==> src/hw/rtl/cpc_pkg.sv <==
// Shared definitions for the convergence patience checker.
// Holds widths, register indexes, request codes and the structs passed
// between the merge stage, the output buffer and the top level.
package cpc_pkg;

  localparam int NUM_PARAMS = 6;
  localparam int MAX_LANES  = 6;
  localparam int DATA_W     = 32;
  localparam int DIFF_W     = DATA_W + 1;
  localparam int THR_W      = 31;
  localparam int CNT_W      = 16;
  localparam int CFG_IDX_W  = 3;
  localparam int CFG_DATA_W = 31;

  // Register indexes on the configuration port. Thresholds occupy
  // indexes 0 up to MAX_LANES-1, the patience limit follows.
  localparam logic [CFG_IDX_W-1:0] CFG_THRESHOLD_END  = CFG_IDX_W'(MAX_LANES);
  localparam logic [CFG_IDX_W-1:0] CFG_PATIENCE_LIMIT = CFG_IDX_W'(MAX_LANES);

  localparam logic [CNT_W-1:0] PATIENCE_MAX      = '1;
  localparam logic [CNT_W-1:0] PATIENCE_LIMIT_RST = CNT_W'(1);

  typedef enum logic {
    FUNC_CHECK = 1'b0,
    FUNC_CLEAR = 1'b1
  } func_t;

  typedef struct packed {
    logic             converged;
    logic             improved;
    logic [CNT_W-1:0] patience_count;
  } result_t;

  typedef struct packed {
    logic             load_best;
    logic             set_seeded;
    logic [CNT_W-1:0] patience_next;
  } update_t;

endpackage

==> src/hw/rtl/cpc_merge.sv <==
// Merge stage of the convergence patience checker.
// Combines the lane flags with the cost compare and works out the next
// patience count, the best-value update and the result. Uses cpc_pkg.
module cpc_merge (
  input  cpc_pkg::func_t                    func,
  input  logic                              seeded,
  input  logic signed [cpc_pkg::DATA_W-1:0] cost,
  input  logic signed [cpc_pkg::DATA_W-1:0] best_cost,
  input  logic [cpc_pkg::NUM_PARAMS-1:0]    lane_sig,
  input  logic [cpc_pkg::CNT_W-1:0]         patience,
  input  logic [cpc_pkg::CNT_W-1:0]         limit,
  output cpc_pkg::update_t                  upd,
  output cpc_pkg::result_t                  res
);

  logic better;
  logic any_sig;

  always_comb begin
    better  = (cost < best_cost);
    any_sig = |lane_sig;

    upd.load_best     = 1'b0;
    upd.set_seeded    = 1'b0;
    upd.patience_next = patience;
    res.improved      = 1'b0;
    res.converged     = 1'b0;

    case (func)
      cpc_pkg::FUNC_CLEAR: begin
        upd.patience_next = '0;
        res.converged     = (limit == '0);
      end
      cpc_pkg::FUNC_CHECK: begin
        if (!seeded) begin
          // The first check only records the starting point.
          upd.load_best  = 1'b1;
          upd.set_seeded = 1'b1;
        end else begin
          upd.load_best = better;
          res.improved  = better;
          if (better && any_sig) begin
            upd.patience_next = '0;
          end else if (patience != cpc_pkg::PATIENCE_MAX) begin
            upd.patience_next = patience + cpc_pkg::CNT_W'(1);
          end
          res.converged = (upd.patience_next >= limit);
        end
      end
      default: begin
        upd.patience_next = patience;
      end
    endcase

    res.patience_count = upd.patience_next;
  end

endmodule

==> config.mk <==
export PLATFORM = sky130hd
export DESIGN_NAME = cpc_merge
export DESIGN_NICKNAME = d
export VERILOG_FILES = /design/src/hw/rtl/cpc_pkg.sv /design/src/hw/rtl/cpc_merge.sv
export SDC_FILE = /design/constraint.sdc
export NUM_CORES = 1
export LEC_CHECK = 0
export BUFFER_PORTS_ARGS = -buffer_cell sky130_fd_sc_hd__buf_2
export CORE_MARGIN = 2
export CORE_UTILIZATION = 49
export DETAILED_ROUTE_END_ITERATION = 6
export PLACE_DENSITY_LB_ADDON = 0.15
export SYNTH_ARGS = -nofsm -noshare
export SYNTH_HDL_FRONTEND = slang
export SYNTH_SLANG_ARGS = --single-unit
==> constraint.sdc <==
create_clock -name vclk -period 8.34
set_input_delay 0 -clock vclk [all_inputs]
set_output_delay 0 -clock vclk [all_outputs]
set_load 0.05 [all_outputs]
Word-level counts from Yosys, hierarchy flattened
Index checks and enable logic that the tools add are counted.
{"block": "totals", "ff_bits": 0, "elab_cells": 20, "output_inout_bits": 36}
{"block": "op_classes", "order_cmp": 2, "n_addsub": 1, "reduce_logical": 3, "eq_ne": 1, "muxes": 12, "bitwise": 1}
{"operator": "16-bit two-way mux", "count": 5}
{"operator": "32-bit < comparator", "count": 1}
{"operator": "16-bit one-hot mux with 2 select lines", "count": 1}
{"operator": "16-bit by 1-bit adder with 16-bit output, second input constant", "count": 1}
{"operator": "16-bit >= comparator", "count": 1}
{"operator": "16-bit zero test", "count": 1}
{"operator": "16-bit != test, second input constant", "count": 1}
{"operator": "6-bit OR reduction", "count": 1}
{"operator": "2-bit two-way mux", "count": 2}
{"operator": "1-bit two-way mux", "count": 3}
{"operator": "1-bit one-hot mux with 2 select lines", "count": 1}
{"operator": "1-bit logical AND", "count": 1}
{"operator": "1-bit NOT", "count": 1}

Depth between registers and ports, before layout
Gate-level depths: netlist (run 1).
{"block": "depth", "ltp_word": 8, "mapped_depth": 18, "mapped_depth_nobuf": 18}

Worst setup path before layout (run 1)
OpenSTA, ideal clock, no wires.
{"block": "synth_timing", "kind": "in2out", "from": "in best_cost[7] (netlist bit)", "to": "out res[17] (netlist bit)", "required_time_ps": 8340, "cell_stages": 17, "path_buffers": 2, "arrival_ps": 3260, "slack_ps": 5080, "cell_sequence": "inv_1 -> ha_1 -> nand4_1 -> nor2_1 -> a21oi_1 -> o311a_1 -> o21a_1 -> mux2_4 -> buf_6 -> clkbuf_1 -> nor2_1 -> ha_1 -> a21o_1 -> a21o_1 -> a221oi_1 -> a211o_1 -> o211ai_1"}
{"element": "start, declared", "line_no": "cpc_merge.sv:8", "text": "input logic signed [cpc_pkg::DATA_W-1:0] best_cost,"}
{"element": "end, declared", "line_no": "cpc_merge.sv:13", "text": "output cpc_pkg::result_t res"}

==> flow_summary.ini, run 1 <==
[yosys]
syn_nets = 473
synth.area.top_cells = ha_1 (27%), inv_1 (8.1%), buf_4 (5.4%), a21oi_1 (5.2%), nor2_1 (5.1%)
syn_inst = 321
yosysSeqAreaShare = 0
synth_top_area_share = 0.270
ys_types = 46
syn_avg_cell_area_um2 = 6.93
synth_top_area_cell = ha_1
netlist_area_um2 = 2220
yosysWarnings = 0
yosys-top-cells-count = ha_1 (48), inv_1 (48), nor2_1 (30), nand2_1 (25), a21oi_1 (23)

[routing]
antenna_left = 0
drtPass1Iterations = 4
drt-initial-drc-count = 55
drc = 0
via_per_inst = 5.26
totalWireLength_um = 5670
vias = 2566
wl_per_cell_um = 11.6

[clocking]
cts_resized = 0
post-cts-setup-buffers = 0
cts_hold_buf = 0

[grt]
overflow = 0
grt_max_degree = 37
grt_use_total = 0.212
grt_first_pass_wirelength_um = 9470
antenna_found_initial = 0
grt_pass1_vias = 2386

[die]
io_pins = 140
core_area_um2 = 4350
die_h_um = 71.4
die_w_um = 71.4
die-area_um2 = 5100
start_util = 0.511
rows = 24

[worst_setup_path]
crit_chain = buf_2 -> ha_1 -> a211oi_1 -> o21ai_1 -> a21oi_1 -> o311a_1 -> o21a_1 -> mux2_2 -> o21ai_0 -> ha_1 -> nand2b_1 -> a21o_1 -> a21o_1 -> a21oi_1 -> o21ai_0 -> nand3_1 -> a211o_1 -> o211ai_1 -> buf_2
path_buf_inv = 2
cp.arrival_ps = 3270
worstPathMaxFanout = 3
cp-start-kind = input port
worstSetupPathType = input port to primary output
critical_path.max_stage_delay_ps = 350
crit_required_ps = 8340
cp-end-kind = primary output
path_delay_family = compound AO/OA/AOI/OAI gates
critical-path-slowest-cell = mux2_2

[job]
maxCapViolations = 0

[placed_design]
dp_hpwl_um = 5060
placed_area_um2 = 2820
portBuffers = 140
gp_congestion = 0.809

[final_layout]
seq_cell_count = 0
drive_above_1_share = 0.356
design_area_um2 = 2820
seq_area_um2 = 0
n_clock_buffer = 0
n_antenna_cell = 0
nNetsFinal = 590
area_delta_synth_final_pct = 26.8
postLayoutCoreUtil = 0.648

[power]
power.density_nw_per_um2 = 69.6
power.leakage_uw = 0.00172
ir_drop_uv = 54.4

[min_path]
hp-start = patience[15]
min_to = upd[15]
min_delay_path_depth = 4
hold_class = input port to primary output

[timing]
setup_viol = 0
worst_pin_slew_ps = 853
drv_slew = 0
fin_crit_sh = 0.392
rsz0062_at_grt = false
finalCriticalPeriod_ps = 3270
final_hold_viol_count = 0
tns_ps = 0
max_freq_ghz = 0.306
relSlewSlack = 0.429

[outcome]
status = finished, final reports clean
## layout by cell type (no fill, tap or decap), drive strengths merged, types with 2 or more instances in the layout
| cell | instances |
|---|---|
| a211o | 9 |
| a211oi | 4 |
| a21o | 9 |
| a21oi | 23 |
| a221oi | 2 |
| a31o | 2 |
| and3 | 4 |
| buf | 140 |
| ha | 48 |
| inv | 48 |
| mux2 | 2 |
| mux2i | 3 |
| nand2 | 25 |
| nand2b | 6 |
| nand3 | 13 |
| nand4 | 9 |
| nor2 | 30 |
| nor3 | 2 |
| nor4 | 13 |
| nor4b | 6 |
| nor4bb | 4 |
| o21ai | 14 |
| or2 | 2 |
| xnor2 | 6 |
| xor2 | 5 |
## final cells by class
cell class	count	area [µm²]
multi-input combinational	248	1870
fill	405	1530
timing repair buffer	140	701
inverter	48	180
tap	52	65.1
## tightest hold or removal path, cell delays in order
cell	delay, ps
buf_2	120
nand2_1	50
o21ai_1	60
buf_2	210
## per-layer routing
metal  up-vias  routed length, µm  track usage  share of wire
met1      1111               2590        0.265           0.46
met5         -                  0            0              0
li1       1363                  -            -              -
met4         0                 35       0.0147         0.0062
met2        88               2660        0.419           0.47
met3         4                381      0.00422          0.067
## where the power goes
group / internal, µW / switching (µW) / total (µW)
registers: 0 / 0 / 0
clock network: 0 / 0 / 0
logic: 71.3 / 125 / 196
total: 71.3 / 125 / 196
## how the worst max path moves through the flow
stage | startpoint | endpoint | cells past startpoint
2_1_floorplan | best_cost[7] | res[17] | 17
3_3_place_gp | cost[2] | res[17] | 19
3_5_place_dp | cost[2] | res[17] | 19
4_1_cts | cost[2] | res[17] | 19
5_1_grt | best_cost[31] | res[17] | 18
6_report | cost[2] | res[17] | 19
## through the flow
stage	hold slack (ps)	worst slack, ps	std cells	total power (µW)
after floorplan	222	5080	321	150
after global placement	437	5090	488	193
after detailed placement	441	5040	488	197
after CTS	444	5040	488	198
after global routing	470	4790	488	217
final	439	5070	488	196
## logic make-up (layout without fill, tap and decap cells)
logic type	after synthesis	after routing	share of synthesized area
AOI/OAI and AO/OA	67	67	0.204
muxes	5	5	0.0253
adders and majority gates	48	48	0.270
and+or+nand+nor	117	117	0.300
xor gates and xnor gates	11	11	0.0433
buffers and inverters	73	188	0.157
Note: power is estimated with default switching activity, not from simulation.
==> inputs of run 2 (changes only) <==
Settings changed: CORE_UTILIZATION 49 to 41.
Clock period 8.34 ns to 3 ns, I/O delays scaled along.
==> flow_summary.ini, run 2 (same netlist as run 1, synthesis figures left out) <==
[outcome]
status = finished, final reports clean

[min_path]
hold_class = input port to primary output

[timing]
finalCriticalPeriod_ps = 2980
fin_ws_ps = 24.4
relSlewSlack = 0.393
max_freq_ghz = 0.336
setup_viol = 0
final_hold_viol_count = 0
drv_slew = 0
rsz0062_at_grt = true
fin_crit_sh = 0.992
worst_pin_slew_ps = 907

[clocking]
cts_hold_buf = 0

[power]
power.density_nw_per_um2 = 195
power_frac_seq = 0
combPwrFrac = 1.000
power_switching_uw = 374
ir_drop_uv = 147
power.leakage_uw = 0.00185
p_sw_frac = 0.598
p_int_uw = 252
power.share.clock = 0

[final_layout]
num-fill-cells = 510
nNetsFinal = 608
n_clock_buffer = 0
postLayoutCoreUtil = 0.620
multi_input_area_um2 = 2050
final_cell_mix = buf_2 (132), inv_1 (43), ha_1 (38)
instances_no_fill = 524
seq_cell_count = 0
n_antenna_cell = 0
seq_area_um2 = 0
area_delta_synth_final_pct = 44.2
drive_above_1_share = 0.427
layout_commonest_cell = buf_2

[die]
start_util = 0.430
rows = 26
io_pins = 140
core_area_um2 = 5170
die_w_um = 77.7
die-area_um2 = 6030
die_h_um = 77.7

[routing]
antenna_left = 0
wl_per_cell_um = 11.9
via_per_inst = 5.02
drtPass1Iterations = 4
drt-initial-drc-count = 44
drc = 0
vias = 2629
totalWireLength_um = 6220

[job]
maxCapViolations = 0

[placed_design]
portBuffers = 140
place_ws_ps = -196
place_inst = 523
gp_congestion = 0.828
dp_hpwl_um = 5250

[grt]
grt_use_total = 0.200
busiest_layer = met2
gr-usage-met2 = 0.383
grt_first_pass_wirelength_um = 10500
grt_util_met1 = 0.260
grt_pass1_vias = 2495
overflow = 0
grtUsageMet3 = 0.00698
grt_max_degree = 20
antenna_found_initial = 0

[worst_setup_path]
cp-start-kind = input port
cp-end-kind = primary output
worstSetupPathType = input port to primary output
worstPathMaxFanout = 12
cp.arrival_ps = 2980
crit_required_ps = 3000
run 2: cell types whose count changed in the layout (fill, tap and decap cells not counted), sizes merged:
cell and delta:
buf +18
run 2: worst max-delay path: stages:
cell      delay (ps)
buf_2             80
inv_1             50
ha_4             270
nand4_1          170
nor4_4           320
nand2_1           90
o21a_1           230
mux2_4           340
buf_12           150
nor2_4           100
ha_4             210
a21o_1           150
a21o_1           160
a221oi_2         230
a211o_1          150
o211ai_1          80
buf_4            220
run 2: per-layer routing:
layer	up-vias	wire length, µm
li1	1398	-
met1	1144	2910
met2	85	2980
met3	2	319
met4	0	14
met5	-	0
run 2: path summary, 6_finish.rpt:
check	start	to	slack, ps	cells after the start
worst max-delay path	best_cost[25]	res[17]	20	17
worst min-delay path	patience[15]	res[15]	440	4
run 2: area by class of cell:
cell class                 instances  share of cell area
multi-input combinational        248               0.638
timing repair buffer             158               0.279
inverter                          48              0.0562
tap                               70              0.0273
run 2: metrics by stage:
step	total power, µW	hold WS [ps]	setup TNS (ps)	area [µm²]
after floorplan	427	222	0	2260
after global placement	575	440	-118	3000
after CTS	623	447	0	3170
final	626	444	0	3210
after global routing	692	469	-165	3210
after detailed placement	585	445	-196	3000
run 2: power groups by stage:
stage | clock network (µW) | logic (µW) | registers, µW
after floorplan | 0 | 427 | 0
after global routing | 0 | 692 | 0
final | 0 | 626 | 0
after global placement | 0 | 575 | 0
after detailed placement | 0 | 585 | 0
after CTS | 0 | 623 | 0
run 2: what timing repair did:
item                       CTS  global route
hold endpoints to repair     0             0
setup endpoints to repair    1             1
pin swaps                   21             5
buffers inserted             1             0
cloned                       0             0
gates resized for setup     27             4
